`config.mk`:
```
export PLATFORM = sky130hd
export DESIGN_NAME = log_line_sanitizer_core
export DESIGN_NICKNAME = d
export VERILOG_FILES = /design/src/sv/lls_pkg.sv /design/src/sv/lls_filter.sv /design/src/sv/log_line_sanitizer_core.sv
export VERILOG_INCLUDE_DIRS = /design/src /design/src/sv
export SDC_FILE = /design/constraint.sdc
export NUM_CORES = 1
export LEC_CHECK = 0
export ABC_AREA = 1
export BUFFER_PORTS_ARGS = -buffer_cell sky130_fd_sc_hd__buf_4
export CAP_MARGIN = 20
export CORE_UTILIZATION = 40
export CTS_CLUSTER_DIAMETER = 50
export CTS_CLUSTER_SIZE = 10
export DETAILED_ROUTE_END_ITERATION = 16
export MAX_ROUTING_LAYER = met4
export SYNTH_ARGS = -nofsm -noshare
export SYNTH_HDL_FRONTEND = slang
export SYNTH_SLANG_ARGS = --single-unit
```
`constraint.sdc`:
```
create_clock -name clk -period 7.5 [get_ports clk]
set_input_delay 1.5 -clock clk [delete_from_list [all_inputs] [get_ports clk]]
set_output_delay 1.5 -clock clk [all_outputs]
set_load 0.02 [all_outputs]
```
`src/sv/log_line_sanitizer_core_assert.svh`:
```
// Assertion macros for the log line sanitizer core.
// Needs a clock named clk and an active-low reset named arst_n in the including scope.
`ifndef LOG_LINE_SANITIZER_CORE_ASSERT_SVH
`define LOG_LINE_SANITIZER_CORE_ASSERT_SVH

// The condition holds at every clock edge outside reset.
`define LLS_ASSERT_ALWAYS(label, cond) \
	label: assert property (@(posedge clk) disable iff (!arst_n) (cond)) \
		else $error("invariant violated");

// When the trigger holds, the consequence holds in the following cycle.
`define LLS_ASSERT_NEXT(label, trig, cons) \
	label: assert property (@(posedge clk) disable iff (!arst_n) (trig) |=> (cons)) \
		else $error("next-cycle check failed");

`endif

```
`src/sv/lls_pkg.sv`:
```
// Shared types, character constants and helpers for the log line sanitizer.
// No dependencies; used by lls_filter and log_line_sanitizer_core.
package lls_pkg;

	localparam logic [7:0] CH_ESC      = 8'h1B;
	localparam logic [7:0] CH_LBRACKET = 8'h5B;
	localparam logic [7:0] CH_FINAL_LO = 8'h40;
	localparam logic [7:0] CH_FINAL_HI = 8'h7E;
	localparam logic [7:0] CH_TAB      = 8'h09;
	localparam logic [7:0] CH_SPACE    = 8'h20;

	localparam logic [2:0] SEV_ERROR   = 3'd3;
	localparam logic [2:0] SEV_WARNING = 3'd4;
	localparam logic [2:0] SEV_INFO    = 3'd6;
	localparam logic [2:0] SEV_DEBUG   = 3'd7;

	localparam logic [4:0] FACILITY_USER = 5'd1;
	localparam logic [4:0] FACILITY_MAX  = 5'd23;
	localparam logic [8:0] CAPACITY_RESET = 9'd256;

	// Configuration register indexes.
	localparam logic REG_LINE_CAPACITY = 1'b0;
	localparam logic REG_FACILITY_CODE = 1'b1;

	typedef enum logic [1:0] {
		PH_NORMAL = 2'd0,
		PH_ESC    = 2'd1,
		PH_CSI    = 2'd2
	} phase_t;

	typedef struct packed {
		phase_t     phase;
		logic [7:0] kept_count;
		logic [7:0] last_nonblank_end;
		logic [2:0] severity;
		logic       buffer_full;
	} line_state_t;

	localparam line_state_t LINE_CLEAR = '{
		phase:             PH_NORMAL,
		kept_count:        8'd0,
		last_nonblank_end: 8'd0,
		severity:          SEV_INFO,
		buffer_full:       1'b0
	};

	typedef struct packed {
		logic       char_valid;
		logic [7:0] char_value;
		logic [7:0] char_index;
		logic       line_done;
		logic [7:0] trimmed_length;
		logic [7:0] syslog_priority;
	} line_result_t;

	function automatic logic [2:0] severity_of(input logic [7:0] ch);
		logic [2:0] sev;
		case (ch)
			8'h45:        sev = SEV_ERROR;
			8'h57:        sev = SEV_WARNING;
			8'h44, 8'h56: sev = SEV_DEBUG;
			default:      sev = SEV_INFO;
		endcase
		return sev;
	endfunction

endpackage

```
`src/sv/lls_filter.sv`:
```
// Per-byte filter: escape tracking, keep decision, trim and priority for one item.
// Pure combinational; depends on lls_pkg for state and result types.
module lls_filter
	import lls_pkg::*;
(
	input  line_state_t  state,
	input  logic [7:0]   byte_value,
	input  logic         end_of_line,
	input  logic [8:0]   capacity,
	input  logic [4:0]   facility,
	output line_state_t  next_state,
	output line_result_t result,
	output logic         has_result
);

	logic       keep;
	logic       is_final;
	logic       printable;
	logic [8:0] count_plus;
	logic [4:0] fac_c;
	logic [2:0] sev;

	assign is_final   = byte_value inside {[CH_FINAL_LO:CH_FINAL_HI]};
	assign printable  = (byte_value inside {[CH_SPACE:CH_FINAL_HI]}) || (byte_value == CH_TAB);
	assign count_plus = {1'b0, state.kept_count} + 9'd1;
	assign fac_c      = (facility > FACILITY_MAX) ? FACILITY_MAX : facility;

	always_comb begin
		next_state = state;
		keep       = 1'b0;
		if (!state.buffer_full) begin
			case (state.phase)
				PH_ESC: begin
					if (byte_value == CH_LBRACKET) begin
						next_state.phase = PH_CSI;
					end else if (is_final) begin
						next_state.phase = PH_NORMAL;
					end
				end
				PH_CSI: begin
					if (is_final) begin
						next_state.phase = PH_NORMAL;
					end
				end
				default: begin
					// The unused phase code behaves as normal text.
					if (byte_value == CH_ESC) begin
						next_state.phase = PH_ESC;
					end else if (printable) begin
						if (count_plus >= capacity) begin
							next_state.buffer_full = 1'b1;
						end else begin
							keep = 1'b1;
							if (state.kept_count == 8'd0) begin
								next_state.severity = severity_of(byte_value);
							end
							next_state.kept_count = count_plus[7:0];
							if (byte_value != CH_SPACE && byte_value != CH_TAB) begin
								next_state.last_nonblank_end = count_plus[7:0];
							end
						end
					end
				end
			endcase
		end

		// The final byte itself counts toward the trimmed length and the severity.
		sev = (next_state.last_nonblank_end == 8'd0) ? SEV_INFO : next_state.severity;

		result.char_valid      = keep;
		result.char_value      = keep ? byte_value : 8'd0;
		result.char_index      = keep ? state.kept_count : 8'd0;
		result.line_done       = end_of_line;
		result.trimmed_length  = end_of_line ? next_state.last_nonblank_end : 8'd0;
		result.syslog_priority = end_of_line ? {fac_c, sev} : 8'd0;

		// The last byte of a line always returns the running state to its start.
		if (end_of_line) begin
			next_state = LINE_CLEAR;
		end
	end

	assign has_result = keep || end_of_line;

endmodule

```
`src/sv/log_line_sanitizer_core.sv`:
```
// Log line sanitizer core: one byte per item, escape and control stripping, trim and priority.
// Throughput one item per cycle unless the output stalls; results are registered at the output.
// The per-line state updates as the item leaves the input register, so consecutive bytes
// stream without gaps; only a stalled output register holds the pipe.
// Reset clears the line state and both valid flags and restores capacity 256, facility 1.
// Depends on lls_pkg, lls_filter and log_line_sanitizer_core_assert.svh.
`include "log_line_sanitizer_core_assert.svh"

module log_line_sanitizer_core
	import lls_pkg::*;
#(
	parameter int LINE_BYTES = 256
) (
	input  logic       clk,
	input  logic       arst_n,
	input  logic       in_valid,
	output logic       in_ready,
	input  logic [7:0] byte_value,
	input  logic       end_of_line,
	output logic       out_valid,
	input  logic       out_ready,
	output logic       char_valid,
	output logic [7:0] char_value,
	output logic [7:0] char_index,
	output logic       line_done,
	output logic [7:0] trimmed_length,
	output logic [7:0] syslog_priority,
	input  logic       cfg_we,
	input  logic       cfg_index,
	input  logic [8:0] cfg_data
);

	localparam logic [8:0] CAP_LIMIT = (LINE_BYTES < 256) ? 9'(LINE_BYTES) : 9'd256;

	logic [8:0]   line_capacity_q;
	logic [4:0]   facility_code_q;
	logic [8:0]   cap_eff;

	logic         valid_s1;
	logic [7:0]   byte_s1;
	logic         last_s1;

	line_state_t  state_q;
	line_state_t  state_next;
	line_result_t result_c;
	line_result_t result_q;
	logic         has_result;
	logic         out_valid_q;
	logic         advance;
	logic         process;

	always_comb begin
		cap_eff = line_capacity_q;
		if (cap_eff == 9'd0) begin
			cap_eff = 9'd1;
		end
		if (cap_eff > CAP_LIMIT) begin
			cap_eff = CAP_LIMIT;
		end
	end

	assign advance  = !out_valid_q || out_ready;
	assign process  = valid_s1 && advance;
	assign in_ready = !valid_s1 || advance;

	always_ff @(posedge clk or negedge arst_n) begin
		if (!arst_n) begin
			line_capacity_q <= CAPACITY_RESET;
			facility_code_q <= FACILITY_USER;
		end else if (cfg_we) begin
			case (cfg_index)
				REG_LINE_CAPACITY: line_capacity_q <= cfg_data;
				REG_FACILITY_CODE: facility_code_q <= cfg_data[4:0];
				default: ;
			endcase
		end
	end

	always_ff @(posedge clk or negedge arst_n) begin
		if (!arst_n) begin
			valid_s1 <= 1'b0;
		end else if (in_ready) begin
			valid_s1 <= in_valid;
		end
	end

	always_ff @(posedge clk) begin
		if (in_valid && in_ready) begin
			byte_s1 <= byte_value;
			last_s1 <= end_of_line;
		end
	end

	lls_filter u_filter (
		.state       (state_q),
		.byte_value  (byte_s1),
		.end_of_line (last_s1),
		.capacity    (cap_eff),
		.facility    (facility_code_q),
		.next_state  (state_next),
		.result      (result_c),
		.has_result  (has_result)
	);

	always_ff @(posedge clk or negedge arst_n) begin
		if (!arst_n) begin
			state_q <= LINE_CLEAR;
		end else if (process) begin
			state_q <= state_next;
		end
	end

	always_ff @(posedge clk or negedge arst_n) begin
		if (!arst_n) begin
			out_valid_q <= 1'b0;
		end else if (advance) begin
			out_valid_q <= process && has_result;
		end
	end

	always_ff @(posedge clk) begin
		if (process && has_result) begin
			result_q <= result_c;
		end
	end

	assign out_valid       = out_valid_q;
	assign char_valid      = result_q.char_valid;
	assign char_value      = result_q.char_value;
	assign char_index      = result_q.char_index;
	assign line_done       = result_q.line_done;
	assign trimmed_length  = result_q.trimmed_length;
	assign syslog_priority = result_q.syslog_priority;

	`LLS_ASSERT_ALWAYS(a_count_below_cap, ({1'b0, state_q.kept_count} < cap_eff))
	`LLS_ASSERT_ALWAYS(a_trim_within_count, (state_q.last_nonblank_end <= state_q.kept_count))
	`LLS_ASSERT_NEXT(a_line_end_clears, (process && last_s1),
		(state_q.kept_count == 8'd0 && !state_q.buffer_full && state_q.phase == PH_NORMAL))
	`LLS_ASSERT_NEXT(a_kept_index, (process && result_c.char_valid),
		(out_valid && char_valid && char_index == $past(state_q.kept_count)))

endmodule
```
==> impl_summary.txt <==
----------------------------------------------------
[Layout]
  Final-layout fill cell count ... roughly 910
  Diode count ... 0
  Non-Filler Instances ... about 610
  Most frequent standard cell in the layout excluding fill and tap cells ... sky130_fd_sc_hd__nand2_1
  Share of layout cells above drive strength 1 ... between 20% and 30%
  Sequential Area ... 2250 um2
  Multi-input logic area ... 1400 um2
  Number of nets in the layout ... 512
  Area delta synth->final ... 19.6%
  Finished Core Util ... between 40% and 50%
  Highest-count cells in the layout ignoring fill and taps ... sky130_fd_sc_hd__nand2_1 (88), sky130_fd_sc_hd__buf_4 (59), sky130_fd_sc_hd__inv_1 (56)

[Die]
  Area of the core region ... about 9400 um2
  Chip Height ... about 100 um
  Width of the die ... between 100 and 150 um
  Die footprint ... around 10,000 um2
  Number of rows in the core area ... 35
  Boundary Pins ... 60
  Effective utilization at floorplan ... between 40% and 50%

[Timing]
  Maximum achievable frequency ... between 200 and 300 MHz
  Worst slew slack as a fraction of its limit ... between 40 and 50%
  Unrepaired setup endpoints after global routing ... false
  Max Transition Viols Final ... 0
  Post-route minimum period ... ~3.6 ns
  Measured slew at the worst slew-check pin ... about 0.8 ns
  Worst clock skew ... between 0.01 and 0.015 ns
  Worst setup slack after layout ... just under 4 ns
  Final number of hold-violating endpoints ... 0
  Part of the cycle the worst path needs ... between 40% and 50%
  Setup violators final ... 0
  Final sum of negative setup slack ... 0 ns

[CTS]
  Number of buffers created by CTS ... 9
  Postcts setup bufs ... 0
  CTS-repair resized insts ... 0
  TritonCTS clock tree ... yes
  Hold buffers post-CTS ... 0
  CTS root buffer ... sky130_fd_sc_hd__clkbuf_8
  Skew-Pair Late Insertion Delay ... 0.35 ns
  Max Root-Sink Buffers ... 2
  Maximum level of the CTS H-tree ... 3
  Number of sinks handled by clock tree synthesis ... 81
  Post-CTS clock slew at the launch and capture registers of the worst setup and hold paths ... about 0.070 ns

[Logic synthesis]
  Sequential cell area fraction in the yosys report ... ~57%
  Post-synthesis area per instance ... between 9 and 10 um2
  Synth async-reset ratio ... 46.9%
  Most used DFF post-synth ... sky130_fd_sc_hd__edfxtp_1
  Mapped Cells ... roughly 410
  Post-synthesis cell type count ... 37
  Count of warnings emitted by yosys ... 0
  Number of nets produced by synthesis ... approximately 450
  Number of flops mapped to enable cells by yosys ... 43
  Flops & latches, synth ... 81
  Cell area after synthesis ... between 3000 and 4000 um2

[Power and ir drop]
  Switching part of the total ... a little under two fifths
  P per Cell Area ... 315 nW/um2
  Proportion of power drawn by flip-flops and latches ... ~43%
  Reported net switching power ... ~0.55 mW
  Leakage dissipation ... 2.18 nW
  Internal power summed over all cells ... roughly 0.92 mW
  Part of the power in combinational logic ... between 30 and 40%
  Clock Power Share ... between 10% and 20%
  Peak supply drop ... 124 uV

[Drt]
  DRT antenna net count ... 0
  DRC errors left ... 0
  Wirelength per Cell ... 13.3 um
  DRC violation total after the first TritonRoute iteration ... between 200 and 250
  Number of iterations in the first detailed-routing pass ... 4
  Detailed Route WL ... between 8000 and 9000 um
  Routed via count ... around 2.9k
  Vias per cell ... ~4.8

[Hold path]
  Worst Hold Class ... reg2reg

[Outcome]
  Outcome ... complete, no violations

[Critical path]
  Maximum fanout encountered on the critical timing path ... 39
  Critical setup path kind ... reg2reg
  Kind of capture point of the worst setup path ... register
  Worst Path Arrival ... ~3.6 ns
  Category of the worst setup path launch point ... register
  Data required time at the worst endpoint ... roughly 7.5 ns

[GRT]
  Largest net degree at the start of global routing ... 40
  All-layer global routing usage ... a little under a fifth
  First-pass GRT wire length ... around 14,000 um
  Vias in the first global route ... 2,796
  Remaining global-route overflow ... 0
  Antenna violations before repair ... 0

[Job]
  Maxcap violations ... 0

[Place]
  Input/output buffers ... 59
  Placed Cells ... 593
  Gpl congestion ... 0.899
  Post-Place Worst Slack ... approximately 4 ns
  Dpl hpwl ... 5920 um

----------------------------------------------------
state kept, by name, summed over array words and instances (netlist names):
| signal | flops |
|---|---|
| valid_s1 | 1 |
| trimmed_length | 8 |
| byte_s1 | 8 |
| char_index | 8 |
| char_valid | 1 |
| facility_code_q | 5 |
| out_valid | 1 |
| line_capacity_q | 9 |
| last_s1 | 1 |
| line_done | 1 |
| char_value | 8 |
| syslog_priority | 8 |
| state_q | 22 |
area by class of cell:
type | instances | share of cell area (%)
tap | 129 | 3.45
timing repair buffer | 59 | 9.46
inverter | 67 | 5.40
clock buffer | 13 | 3.39
clock inverter | 3 | 0.374
multi-input combinational | 257 | 29.9
sequential | 81 | 48.0
kinds of logic after synthesis:
logic type	Yosys count	synth area share, %
simple gates	179	21.0
flops	81	57.4
buf+inv	71	6.84
compound gates	58	8.98
fa+ha+maj	13	4.15
xor+xnor	3	0.671
mux	3	0.863
other cells	1	0.0958
path summary, 6_finish.rpt:
path | startpoint | to | slack (ns) | cells past startpoint
min reg2reg | facility_code_q[1] | facility_code_q[1] | 0.49 | 2
max reg2reg | state_q[12] | syslog_priority[2] | 3.91 | 16
max | state_q[12] | syslog_priority[2] | 3.91 | 16
max in group asynchronous | arst_n | line_capacity_q[8] | 6.01 | 1
min in group asynchronous | arst_n | state_q[6] | 1.10 | 1
min | facility_code_q[1] | facility_code_q[1] | 0.49 | 2
per-layer routing:
metal	vias up	routed length, um	share of wire (%)	global-route usage, %
met2	63	3600	44	26.8
met4	0	140	1.7	7.80
met1	1349	4040	50	25.0
li1	1472	-	-	-
met3	12	349	4.3	3.33
met5	-	0	0	-
per-stage QoR:
stage               instance area [um2]  hold WS [ns]  power [mW]
global route                       4680         0.525        1.59
detailed placement                 4500         0.477        1.20
global placement                   4500         0.469        1.19
floorplan                          3920         0.453        1.02
finish                             4680         0.491        1.47
CTS                                4680         0.497        1.49
cells in the mapped netlist, types with 5 or more instances:
cell,instances,share of area [%]
sky130_fd_sc_hd__nand2_1,88,8.4
sky130_fd_sc_hd__inv_1,56,5.4
sky130_fd_sc_hd__nor2_1,45,4.3
sky130_fd_sc_hd__edfxtp_1,43,33
sky130_fd_sc_hd__dfrtp_1,34,22
sky130_fd_sc_hd__o21ai_0,16,2.0
sky130_fd_sc_hd__a21oi_1,14,1.8
sky130_fd_sc_hd__ha_1,13,4.2
sky130_fd_sc_hd__o22ai_1,13,2.1
sky130_fd_sc_hd__nand3_1,12,1.5
sky130_fd_sc_hd__inv_2,9,0.86
sky130_fd_sc_hd__nand2_2,7,1.1
sky130_fd_sc_hd__nand4_1,7,1.1
sky130_fd_sc_hd__nor2_2,5,0.80
sky130_fd_sc_hd__nor3_1,5,0.64
sky130_fd_sc_hd__o21ai_1,5,0.64
worst max-delay path: stages (launching register included):
cell and delay (ns):
sky130_fd_sc_hd__dfrtp_1 0.42, sky130_fd_sc_hd__ha_1 0.20, sky130_fd_sc_hd__nand3_1 0.11, sky130_fd_sc_hd__nor2_1 0.15, sky130_fd_sc_hd__nand3_1 0.11, sky130_fd_sc_hd__nand2_1 0.12
sky130_fd_sc_hd__inv_1 0.07, sky130_fd_sc_hd__ha_1 0.31, sky130_fd_sc_hd__nand2_1 0.08, sky130_fd_sc_hd__nand2_1 0.05, sky130_fd_sc_hd__a21oi_1 0.11, sky130_fd_sc_hd__nand3_1 0.20
sky130_fd_sc_hd__nor2_8 0.21, sky130_fd_sc_hd__nand2_4 0.16, sky130_fd_sc_hd__nor2_2 0.22, sky130_fd_sc_hd__nor2_2 0.09, sky130_fd_sc_hd__inv_2 0.60
power by group through the flow:
stage	sequential, mW	combinational, mW	clock, mW
5_1_grt	0.646	0.622	0.320
4_1_cts	0.636	0.554	0.298
2_1_floorplan	0.698	0.323	0
3_5_place_dp	0.645	0.552	0
6_report	0.634	0.551	0.288
3_3_place_gp	0.642	0.549	0
(Power assumes the default switching activity.)
